--- src/gdad_pkg.sv ---
package gdad_pkg;

  localparam int ADD_DAYS_BITS = 12;

  localparam int DAY_W  = 5;
  localparam int MON_W  = 4;
  localparam int YEAR_W = 16;
  localparam int ADD_W  = 12;
  // day plus count before normalizing
  localparam int DSUM_W = ADD_W + 1;
  // year mod 400
  localparam int R400_W = 9;
  // year / 400
  localparam int Q_W    = 8;

  // floor(2^24 / 400); quotient may come out one low, fixed by one subtract
  localparam logic [15:0] RECIP_400   = 16'd41943;
  localparam int          RECIP_SHIFT = 24;
  localparam logic [9:0]  YEARS_400   = 10'd400;

  localparam logic [R400_W-1:0] R400_LAST = 9'd399;
  localparam logic [R400_W-1:0] R400_100  = 9'd100;
  localparam logic [R400_W-1:0] R400_200  = 9'd200;
  localparam logic [R400_W-1:0] R400_300  = 9'd300;

  localparam logic [YEAR_W-1:0] YEAR_MAX = 16'hFFFF;

  localparam logic [MON_W-1:0] MON_NONE = 4'd0;
  localparam logic [MON_W-1:0] MON_JAN  = 4'd1;
  localparam logic [MON_W-1:0] MON_FEB  = 4'd2;
  localparam logic [MON_W-1:0] MON_APR  = 4'd4;
  localparam logic [MON_W-1:0] MON_JUN  = 4'd6;
  localparam logic [MON_W-1:0] MON_SEP  = 4'd9;
  localparam logic [MON_W-1:0] MON_NOV  = 4'd11;
  localparam logic [MON_W-1:0] MON_DEC  = 4'd12;

  localparam logic [DAY_W-1:0] LEN_SHORT = 5'd30;
  localparam logic [DAY_W-1:0] LEN_LONG  = 5'd31;
  localparam logic [DAY_W-1:0] LEN_FEB   = 5'd28;
  localparam logic [DAY_W-1:0] LEN_FEB_L = 5'd29;

  localparam int FIFO_DEPTH = 2;
  localparam int FIFO_PTR_W = $clog2(FIFO_DEPTH);
  localparam int FIFO_CNT_W = $clog2(FIFO_DEPTH + 1);

  typedef struct packed {
    logic [DSUM_W-1:0] day_sum;
    logic [MON_W-1:0]  mon;
    logic [YEAR_W-1:0] year;
    logic [R400_W-1:0] r400;
  } gdad_job_t;

  typedef enum logic {
    BK_IDLE,
    BK_RUN
  } gdad_bk_state_t;

  function automatic logic [DAY_W-1:0] month_len(input logic [MON_W-1:0] mon,
                                                input logic leap);
    logic [DAY_W-1:0] len;
    case (mon) inside
      MON_APR, MON_JUN, MON_SEP, MON_NOV: len = LEN_SHORT;
      MON_FEB: len = leap ? LEN_FEB_L : LEN_FEB;
      default: len = LEN_LONG;
    endcase
    return len;
  endfunction

endpackage

--- src/gdad_if.sv ---
interface gdad_in_if;
  import gdad_pkg::*;
  logic              valid;
  logic              ready;
  logic [DAY_W-1:0]  start_day;
  logic [MON_W-1:0]  start_month;
  logic [YEAR_W-1:0] start_year;
  logic [ADD_W-1:0]  days_to_add;

  modport source (output valid, start_day, start_month, start_year, days_to_add,
                  input ready);
  modport sink (input valid, start_day, start_month, start_year, days_to_add,
                output ready);
endinterface

interface gdad_out_if;
  import gdad_pkg::*;
  logic              valid;
  logic              ready;
  logic [DAY_W-1:0]  new_day;
  logic [MON_W-1:0]  new_month;
  logic [YEAR_W-1:0] new_year;
  logic              year_overflow;

  modport source (output valid, new_day, new_month, new_year, year_overflow,
                  input ready);
  modport sink (input valid, new_day, new_month, new_year, year_overflow,
                output ready);
endinterface

--- src/gdad_front.sv ---
module gdad_front (
  input  logic                clk,
  input  logic                rst_n,
  gdad_in_if.sink             in_word,
  output gdad_pkg::gdad_job_t job,
  output logic                job_valid,
  input  logic                job_ready
);
  import gdad_pkg::*;

  logic                     s1_valid_r;
  logic [DSUM_W-1:0]        s1_day_r;
  logic [MON_W-1:0]         s1_mon_r;
  logic [YEAR_W-1:0]        s1_year_r;
  logic [Q_W-1:0]           s1_q_r;
  logic [MON_W-1:0]         mon_clamp;
  logic [YEAR_W+15:0]       prod;
  logic [YEAR_W-1:0]        q_times_400;
  logic [YEAR_W-1:0]        rem_wide;
  logic [9:0]               rem;
  logic [9:0]               rem_fix;
  logic                     accept;

  assign accept = in_word.valid && in_word.ready;
  assign in_word.ready = !s1_valid_r || job_ready;
  assign job_valid = s1_valid_r;

  always_comb begin
    if (in_word.start_month == MON_NONE) begin
      mon_clamp = MON_JAN;
    end else if (in_word.start_month > MON_DEC) begin
      mon_clamp = MON_DEC;
    end else begin
      mon_clamp = in_word.start_month;
    end
  end

  assign prod = (YEAR_W + 16)'(in_word.start_year) * (YEAR_W + 16)'(RECIP_400);

  always_ff @(posedge clk) begin
    if (!rst_n) begin
      s1_valid_r <= 1'b0;
    end else if (in_word.ready) begin
      s1_valid_r <= in_word.valid;
    end
    if (accept) begin
      s1_day_r  <= DSUM_W'(in_word.start_day)
                 + DSUM_W'(in_word.days_to_add[ADD_DAYS_BITS-1:0]);
      s1_mon_r  <= mon_clamp;
      s1_year_r <= in_word.start_year;
      s1_q_r    <= prod[RECIP_SHIFT +: Q_W];
    end
  end

  // q*400 = q*256 + q*128 + q*16
  assign q_times_400 = (YEAR_W'(s1_q_r) << 8) + (YEAR_W'(s1_q_r) << 7)
                     + (YEAR_W'(s1_q_r) << 4);
  assign rem_wide = s1_year_r - q_times_400;
  assign rem      = rem_wide[9:0];
  assign rem_fix  = (rem >= YEARS_400) ? (rem - YEARS_400) : rem;

  always_comb begin
    job.day_sum = s1_day_r;
    job.mon     = s1_mon_r;
    job.year    = s1_year_r;
    job.r400    = rem_fix[R400_W-1:0];
  end

endmodule

--- src/gdad_fifo.sv ---
module gdad_fifo (
  input  logic                clk,
  input  logic                rst_n,
  input  logic                push,
  input  gdad_pkg::gdad_job_t push_data,
  output logic                full,
  input  logic                pop,
  output gdad_pkg::gdad_job_t pop_data,
  output logic                empty
);
  import gdad_pkg::*;

  gdad_job_t               mem_r [FIFO_DEPTH];
  logic [FIFO_PTR_W-1:0]   wr_ptr_r;
  logic [FIFO_PTR_W-1:0]   rd_ptr_r;
  logic [FIFO_CNT_W-1:0]   count_r;
  logic [FIFO_CNT_W-1:0]   count_nxt;

  assign full     = (count_r == FIFO_CNT_W'(FIFO_DEPTH));
  assign empty    = (count_r == '0);
  assign pop_data = mem_r[rd_ptr_r];

  always_comb begin
    count_nxt = count_r;
    if (push && !pop) begin
      count_nxt = count_r + 1'b1;
    end else if (pop && !push) begin
      count_nxt = count_r - 1'b1;
    end
  end

  always_ff @(posedge clk) begin
    if (!rst_n) begin
      wr_ptr_r <= '0;
      rd_ptr_r <= '0;
      count_r  <= '0;
    end else begin
      count_r <= count_nxt;
      if (push) begin
        wr_ptr_r <= wr_ptr_r + 1'b1;
      end
      if (pop) begin
        rd_ptr_r <= rd_ptr_r + 1'b1;
      end
    end
    if (push) begin
      mem_r[wr_ptr_r] <= push_data;
    end
  end

endmodule

--- src/gdad_back.sv ---
module gdad_back (
  input  logic                clk,
  input  logic                rst_n,
  input  gdad_pkg::gdad_job_t job,
  input  logic                job_valid,
  output logic                job_ready,
  gdad_out_if.source          out_word
);
  import gdad_pkg::*;

  gdad_bk_state_t     state_r, state_nxt;
  logic [DSUM_W-1:0]  day_r, day_nxt;
  logic [MON_W-1:0]   mon_r, mon_nxt;
  logic [YEAR_W-1:0]  year_r, year_nxt;
  logic [R400_W-1:0]  r400_r, r400_nxt;
  logic               ovf_r, ovf_nxt;
  logic               out_valid_r, out_valid_nxt;
  logic [DAY_W-1:0]   out_day_r, out_day_nxt;
  logic [MON_W-1:0]   out_mon_r, out_mon_nxt;
  logic [YEAR_W-1:0]  out_year_r, out_year_nxt;
  logic               out_ovf_r, out_ovf_nxt;
  logic               leap;
  logic [DAY_W-1:0]   len;
  logic               step;
  logic               out_free;

  assign leap = (year_r[1:0] == 2'b00)
             && !(r400_r == R400_100 || r400_r == R400_200 || r400_r == R400_300);
  assign len      = month_len(mon_r, leap);
  assign step     = day_r > DSUM_W'(len);
  assign out_free = !out_valid_r || out_word.ready;

  always_comb begin
    state_nxt     = state_r;
    day_nxt       = day_r;
    mon_nxt       = mon_r;
    year_nxt      = year_r;
    r400_nxt      = r400_r;
    ovf_nxt       = ovf_r;
    out_valid_nxt = out_valid_r && !out_word.ready;
    out_day_nxt   = out_day_r;
    out_mon_nxt   = out_mon_r;
    out_year_nxt  = out_year_r;
    out_ovf_nxt   = out_ovf_r;
    job_ready     = 1'b0;
    case (state_r)
      BK_IDLE: begin
        job_ready = 1'b1;
        if (job_valid) begin
          day_nxt   = job.day_sum;
          mon_nxt   = job.mon;
          year_nxt  = job.year;
          r400_nxt  = job.r400;
          ovf_nxt   = 1'b0;
          state_nxt = BK_RUN;
        end
      end
      BK_RUN: begin
        if (step) begin
          // cross one month end
          day_nxt = day_r - DSUM_W'(len);
          if (mon_r == MON_DEC) begin
            mon_nxt = MON_JAN;
            if (year_r == YEAR_MAX) begin
              year_nxt = '0;
              r400_nxt = '0;
              ovf_nxt  = 1'b1;
            end else begin
              year_nxt = year_r + 1'b1;
              r400_nxt = (r400_r == R400_LAST) ? '0 : r400_r + 1'b1;
            end
          end else begin
            mon_nxt = mon_r + 1'b1;
          end
        end else if (out_free) begin
          out_valid_nxt = 1'b1;
          out_day_nxt   = day_r[DAY_W-1:0];
          out_mon_nxt   = mon_r;
          out_year_nxt  = year_r;
          out_ovf_nxt   = ovf_r;
          state_nxt     = BK_IDLE;
        end
      end
      default: begin
        state_nxt = BK_IDLE;
      end
    endcase
  end

  always_ff @(posedge clk) begin
    if (!rst_n) begin
      state_r     <= BK_IDLE;
      out_valid_r <= 1'b0;
    end else begin
      state_r     <= state_nxt;
      out_valid_r <= out_valid_nxt;
    end
    day_r      <= day_nxt;
    mon_r      <= mon_nxt;
    year_r     <= year_nxt;
    r400_r     <= r400_nxt;
    ovf_r      <= ovf_nxt;
    out_day_r  <= out_day_nxt;
    out_mon_r  <= out_mon_nxt;
    out_year_r <= out_year_nxt;
    out_ovf_r  <= out_ovf_nxt;
  end

  assign out_word.valid         = out_valid_r;
  assign out_word.new_day       = out_day_r;
  assign out_word.new_month     = out_mon_r;
  assign out_word.new_year      = out_year_r;
  assign out_word.year_overflow = out_ovf_r;

endmodule

--- src/gregorian_date_add_days_unit.sv ---
// Adds a day count to a Gregorian date and returns the normalized date, one
// result word per input word. The front stage registers the word, clamps the
// month to 1..12, adds the count to the day and reduces the year mod 400;
// a two-entry queue then feeds the normalizer, which crosses one month end
// per clock. Each item passes through the front register and the queue to
// the normalizer, which steps once for each month crossed (up to about 140
// for the largest count); the normalizer handles one item at a time and sets
// the rate, while the front keeps accepting until the queue fills. Year 65535
// rolls over to 0 and raises year_overflow.
module gregorian_date_add_days_unit (
  input  logic       clk,
  input  logic       rst_n,
  gdad_in_if.sink    in_word,
  gdad_out_if.source out_word
);
  import gdad_pkg::*;

  gdad_job_t front_job;
  gdad_job_t back_job;
  logic      front_valid;
  logic      fifo_full;
  logic      fifo_empty;
  logic      fifo_push;
  logic      fifo_pop;
  logic      back_ready;

  assign fifo_push = front_valid && !fifo_full;
  assign fifo_pop  = back_ready && !fifo_empty;

  gdad_front u_front (
    .clk       (clk),
    .rst_n     (rst_n),
    .in_word   (in_word),
    .job       (front_job),
    .job_valid (front_valid),
    .job_ready (!fifo_full)
  );

  gdad_fifo u_fifo (
    .clk       (clk),
    .rst_n     (rst_n),
    .push      (fifo_push),
    .push_data (front_job),
    .full      (fifo_full),
    .pop       (fifo_pop),
    .pop_data  (back_job),
    .empty     (fifo_empty)
  );

  gdad_back u_back (
    .clk       (clk),
    .rst_n     (rst_n),
    .job       (back_job),
    .job_valid (!fifo_empty),
    .job_ready (back_ready),
    .out_word  (out_word)
  );

  a_month_range: assert property (@(posedge clk) disable iff (!rst_n)
    out_word.valid |-> (out_word.new_month >= MON_JAN && out_word.new_month <= MON_DEC))
    else $error("result month out of range");

  // a wrap can be followed by at most a dozen more years
  a_ovf_year: assert property (@(posedge clk) disable iff (!rst_n)
    (out_word.valid && out_word.year_overflow) |-> (out_word.new_year <= 16'd12))
    else $error("overflow with large year");

  a_one_at_a_time: assert property (@(posedge clk) disable iff (!rst_n)
    fifo_pop |=> !fifo_pop)
    else $error("normalizer took two words back to back");

endmodule

--- src/flat_wrapper.sv ---
// flat-port wrapper written by rule: the top's interface ports become plain ports
module gregorian_date_add_days_unit_flat import gdad_pkg::*;
  (clk, rst_n, in_word_valid, in_word_start_day, in_word_start_month, in_word_start_year, in_word_days_to_add, in_word_ready, out_word_valid, out_word_new_day, out_word_new_month, out_word_new_year, out_word_year_overflow, out_word_ready);
  gdad_in_if in_word_i ();
  gdad_out_if out_word_i ();
  input  logic clk;
  input  logic rst_n;
  input wire logic [$bits(in_word_i.valid)-1:0] in_word_valid;
  input wire logic [$bits(in_word_i.start_day)-1:0] in_word_start_day;
  input wire logic [$bits(in_word_i.start_month)-1:0] in_word_start_month;
  input wire logic [$bits(in_word_i.start_year)-1:0] in_word_start_year;
  input wire logic [$bits(in_word_i.days_to_add)-1:0] in_word_days_to_add;
  output wire logic [$bits(in_word_i.ready)-1:0] in_word_ready;
  output wire logic [$bits(out_word_i.valid)-1:0] out_word_valid;
  output wire logic [$bits(out_word_i.new_day)-1:0] out_word_new_day;
  output wire logic [$bits(out_word_i.new_month)-1:0] out_word_new_month;
  output wire logic [$bits(out_word_i.new_year)-1:0] out_word_new_year;
  output wire logic [$bits(out_word_i.year_overflow)-1:0] out_word_year_overflow;
  input wire logic [$bits(out_word_i.ready)-1:0] out_word_ready;
  assign in_word_i.valid = in_word_valid;
  assign in_word_i.start_day = in_word_start_day;
  assign in_word_i.start_month = in_word_start_month;
  assign in_word_i.start_year = in_word_start_year;
  assign in_word_i.days_to_add = in_word_days_to_add;
  assign in_word_ready = in_word_i.ready;
  assign out_word_valid = out_word_i.valid;
  assign out_word_new_day = out_word_i.new_day;
  assign out_word_new_month = out_word_i.new_month;
  assign out_word_new_year = out_word_i.new_year;
  assign out_word_year_overflow = out_word_i.year_overflow;
  assign out_word_i.ready = out_word_ready;
  gregorian_date_add_days_unit u_core (.clk(clk), .rst_n(rst_n), .in_word(in_word_i), .out_word(out_word_i));
endmodule
--- config.mk ---
export PLATFORM = sky130hd
export DESIGN_NAME = gregorian_date_add_days_unit_flat
export DESIGN_NICKNAME = d
export VERILOG_FILES = /design/src/gdad_pkg.sv /design/src/gdad_if.sv /design/src/gdad_front.sv /design/src/gdad_fifo.sv /design/src/gdad_back.sv /design/src/gregorian_date_add_days_unit.sv /design/src/flat_wrapper.sv
export SDC_FILE = /design/constraint.sdc
export NUM_CORES = 1
export LEC_CHECK = 0
export ABC_AREA = 1
export BUFFER_PORTS_ARGS = -buffer_cell sky130_fd_sc_hd__clkbuf_2
export CAP_MARGIN = 10
export CORE_ASPECT_RATIO = 0.7
export CORE_MARGIN = 4
export CORE_UTILIZATION = 35
export CTS_CLUSTER_DIAMETER = 120
export DETAILED_ROUTE_END_ITERATION = 8
export SYNTH_ARGS = -nofsm -noshare
export SYNTH_HDL_FRONTEND = slang
export SYNTH_HIERARCHICAL = 1
export SYNTH_SLANG_ARGS = --single-unit
--- constraint.sdc ---
create_clock -name clk -period 5.8 [get_ports clk]
set_input_delay 0.58 -clock clk [delete_from_list [all_inputs] [get_ports clk]]
set_output_delay 0.58 -clock clk [all_outputs]
set_load 0.05 [all_outputs]
==> out/qor.txt <==
Gr usage total = 0.140
Final WL = 31.8 mm
Clock Sink Count = 200
Pwr/cell area = 566 nW/um^2
CTS tree = yes
Top Metal Used = met4
DRC viols = 0
Ys Warns = 6
Post-DP HPWL = 25.2 mm
PnR worst setup slack = 0.781 ns
CTS resizes = 0
Register area share after synthesis = 0.394
Initial antenna violation count = 0
Vias = 9,752
IO Pins = 69
Max VDD drop = 0.371 mV
Endpoint, Worst Hold = u_core/u_front/s1_mon_r[3]
Final RePlAce weighted congestion = 0.884
Fin util = 0.392
WL/cell = 14.9 um
Max Root-Sink Buffers = 2
Placed insts = 2,102
EDFF count, synth = 192
Pre-CTS setup slack = 0.350 ns
Min Tclk post-route = 5.02 ns
Largest net degree at the start of global routing = 56
Critical R2R Capture = u_core/u_back/day_r[9]
Status = finished clean
Syn-to-layout area delta = 10.7%
Synthesized flop and latch total = 200
Reg2reg start = u_core/u_back/mon_r[0]
Worst relative slew slack = 0.391
WP data required = 5.98 ns
Vias in the first global route = 9,868
Max-slew violation count = 0
Final net count = 1,877
Final setup fails = 0
Die ar. = 46,400 sq um
Crit path max fanout = 9
Root Buffer = clkbuf_16
Leak Pwr = 8.04 nW
Hold Crit Depth = 1
H-Tree Depth = 4
Met2 wire length = 13.2 mm
Cells after Synth = 1,490
Mapped Area = 15,000 sq um
Hold Buf Count CTS = 0
Met3 routed WL = 1.79 mm
Setup crit end kind = register
Actual slew at the worst max-slew pin = 0.912 ns
Nature of the critical path startpoint = input port
FMAX = 199 MHz
DIE HEIGHT = 181 um
Layout cells sized above 1 = 0.120
Synth Net Count = 1,798
Worst hold start = in_word_start_month[3]
Antenna Diode Count = 0
Setup TNS Final = 0 ns
Routed vias/inst = 4.57
Mapped Avg Cell Area = 10.1 sq um
Max Clock Skew = 0.0223 ns
Fin crit share = 0.865
CP Data Arrival Time = 5.20 ns
Metal-1 WL = 16.5 mm
Total CTS buffers = 17
CP Class = in2reg
Post-CTS setup buffers = 0
Core box area = 42,400 sq um
DRT antenna net count = 0
Port bufs = 68
Ys async rst share = 0
Post-synth cell types = 43
Non-filler cells in the finished layout = 2,134
Hold WC Path Type = in2reg
Clk slew on worst S/H paths = 0.07 ns
Final hold violations = 0
Die W = 256 um
RSZ-0062 raised after global routing = false
DR iter-0 viols = 624
Worst-Skew Late Latency = 0.44 ns
Hold_ws = 0.390 ns
Initial core utilization = 0.354
Ys flop type = edfxtp_1
First-pass GRT wire length = 52.0 mm
Max Cap Viol = 0
Site Rows = 63
DRT Pass-1 Iters = 5
R2r setup slk = 2.82 ns
Overflow after GRT = 0
Worst R2R Path Depth = 11
Yosys cell counts (3+ instances only):
library cell | n | share of area
nor2_2 | 6 | 0.0025
o21bai_1 | 5 | 0.0025
mux2_4 | 40 | 0.040
ha_1 | 165 | 0.14
nor3_1 | 5 | 0.0017
buf_4 | 4 | 0.0020
dfxtp_1 | 8 | 0.011
o21ai_1 | 6 | 0.0020
nand2_1 | 290 | 0.072
inv_2 | 7 | 0.0017
nor2_1 | 78 | 0.019
nand4_1 | 17 | 0.0071
a21o_1 | 3 | 0.0015
clkbuf_1 | 9 | 0.0022
nor3_2 | 3 | 0.0020
o21ai_0 | 33 | 0.011
nand3_1 | 68 | 0.023
a21oi_1 | 34 | 0.011
xnor2_1 | 11 | 0.0064
a31oi_1 | 3 | 0.0012
edfxtp_1 | 192 | 0.38
fa_1 | 102 | 0.14
nand2_2 | 6 | 0.0025
buf_12 | 4 | 0.0053
xor2_1 | 22 | 0.013
inv_1 | 342 | 0.085
power breakdown:
part           total [mW]  switching, mW  internal (mW)
combinational        5.77           3.61           2.16
sequential           2.40          0.246           2.16
clock                1.26          0.590          0.666
critical path, stage by stage:
cell and delay [ns]:
clkbuf_2 0.28, ha_1 0.40, inv_1 0.06, fa_1 0.54, inv_1 0.06, fa_1 0.52
fa_1 0.44, fa_1 0.55, inv_1 0.06, fa_1 0.53, inv_1 0.04, ha_1 0.35
a21o_1 0.23, o21ai_0 0.18, nand2_1 0.07, nand2_1 0.09, nand3_1 0.09, nand2_1 0.07
nand2_1 0.05
stage by stage:
step	area [sq um]	power, mW
floorplan	15000	6.88
global placement	16000	8.07
detailed placement	16000	8.18
CTS	16600	9.48
global route	16600	10.6
finish	16600	9.43
metal layers:
| metal | vias to the layer above | global-route usage |
|---|---|---|
| li1 | 4911 | - |
| met1 | 4619 | 0.209 |
| met2 | 203 | 0.210 |
| met3 | 19 | 0.0355 |
| met4 | 0 | 0.0224 |
| met5 | - | 0 |
state kept, by name, summed over array words and instances, names as in the netlist, 5 cells and up, named ones only:
name,count
u_core/u_front/s1_day_r,13
u_core/u_back/out_word.new_day,5
u_core/u_back/out_word.new_year,16
u_core/u_front/s1_year_r,16
u_core/u_back/day_r,13
u_core/u_fifo/mem_r,84
u_core/u_back/year_r,16
u_core/u_front/s1_q_r,6
u_core/u_back/r400_r,9
placed cells by master (no fill, tap or decap), types with 17 or more instances in the layout:
master,Yosys,routed
o21ai_0,33,33
xor2_1,22,22
edfxtp_1,192,192
nor2_1,78,76
a21oi_1,34,32
clkbuf_16,0,17
inv_1,342,342
nand3_1,68,68
nand2_1,290,290
mux2_4,40,40
nand4_1,17,17
fa_1,102,102
clkbuf_2,0,68
ha_1,165,165
logic make-up after synthesis:
logic type | Yosys count | synth area share
AND/OR/NAND/NOR | 486 | 0.140
buffers and inverters | 371 | 0.0991
adder cells (fa/ha/maj) | 267 | 0.273
flip-flops | 200 | 0.394
AO/OA/AOI/OAI | 91 | 0.0330
multiplexers | 42 | 0.0415
XOR/XNOR | 33 | 0.0192
how the worst max path moves through the flow:
stage / start / to / depth (start not counted)
2_1_floorplan: in_word_start_year[8] / u_core/u_front/s1_q_r[1] / 20
3_3_place_gp: in_word_start_year[11] / u_core/u_front/s1_q_r[1] / 19
3_5_place_dp: in_word_start_year[11] / u_core/u_front/s1_q_r[4] / 19
4_1_cts: in_word_start_year[13] / u_core/u_front/s1_q_r[0] / 19
5_1_grt: in_word_start_year[14] / u_core/u_front/s1_q_r[0] / 19
6_report: in_word_start_year[11] / u_core/u_front/s1_q_r[4] / 19
area by class of cell:
class                      instances  area (sq um)
sequential                       200          5930
timing repair buffer              82           445
inverter                         349          1310
multi-input combinational        919          7640
fill                            4095         25800
clock buffer                      18           429
tap                              552           691
clock inverter                    14           203
Power figures use the tool's default switching activity.
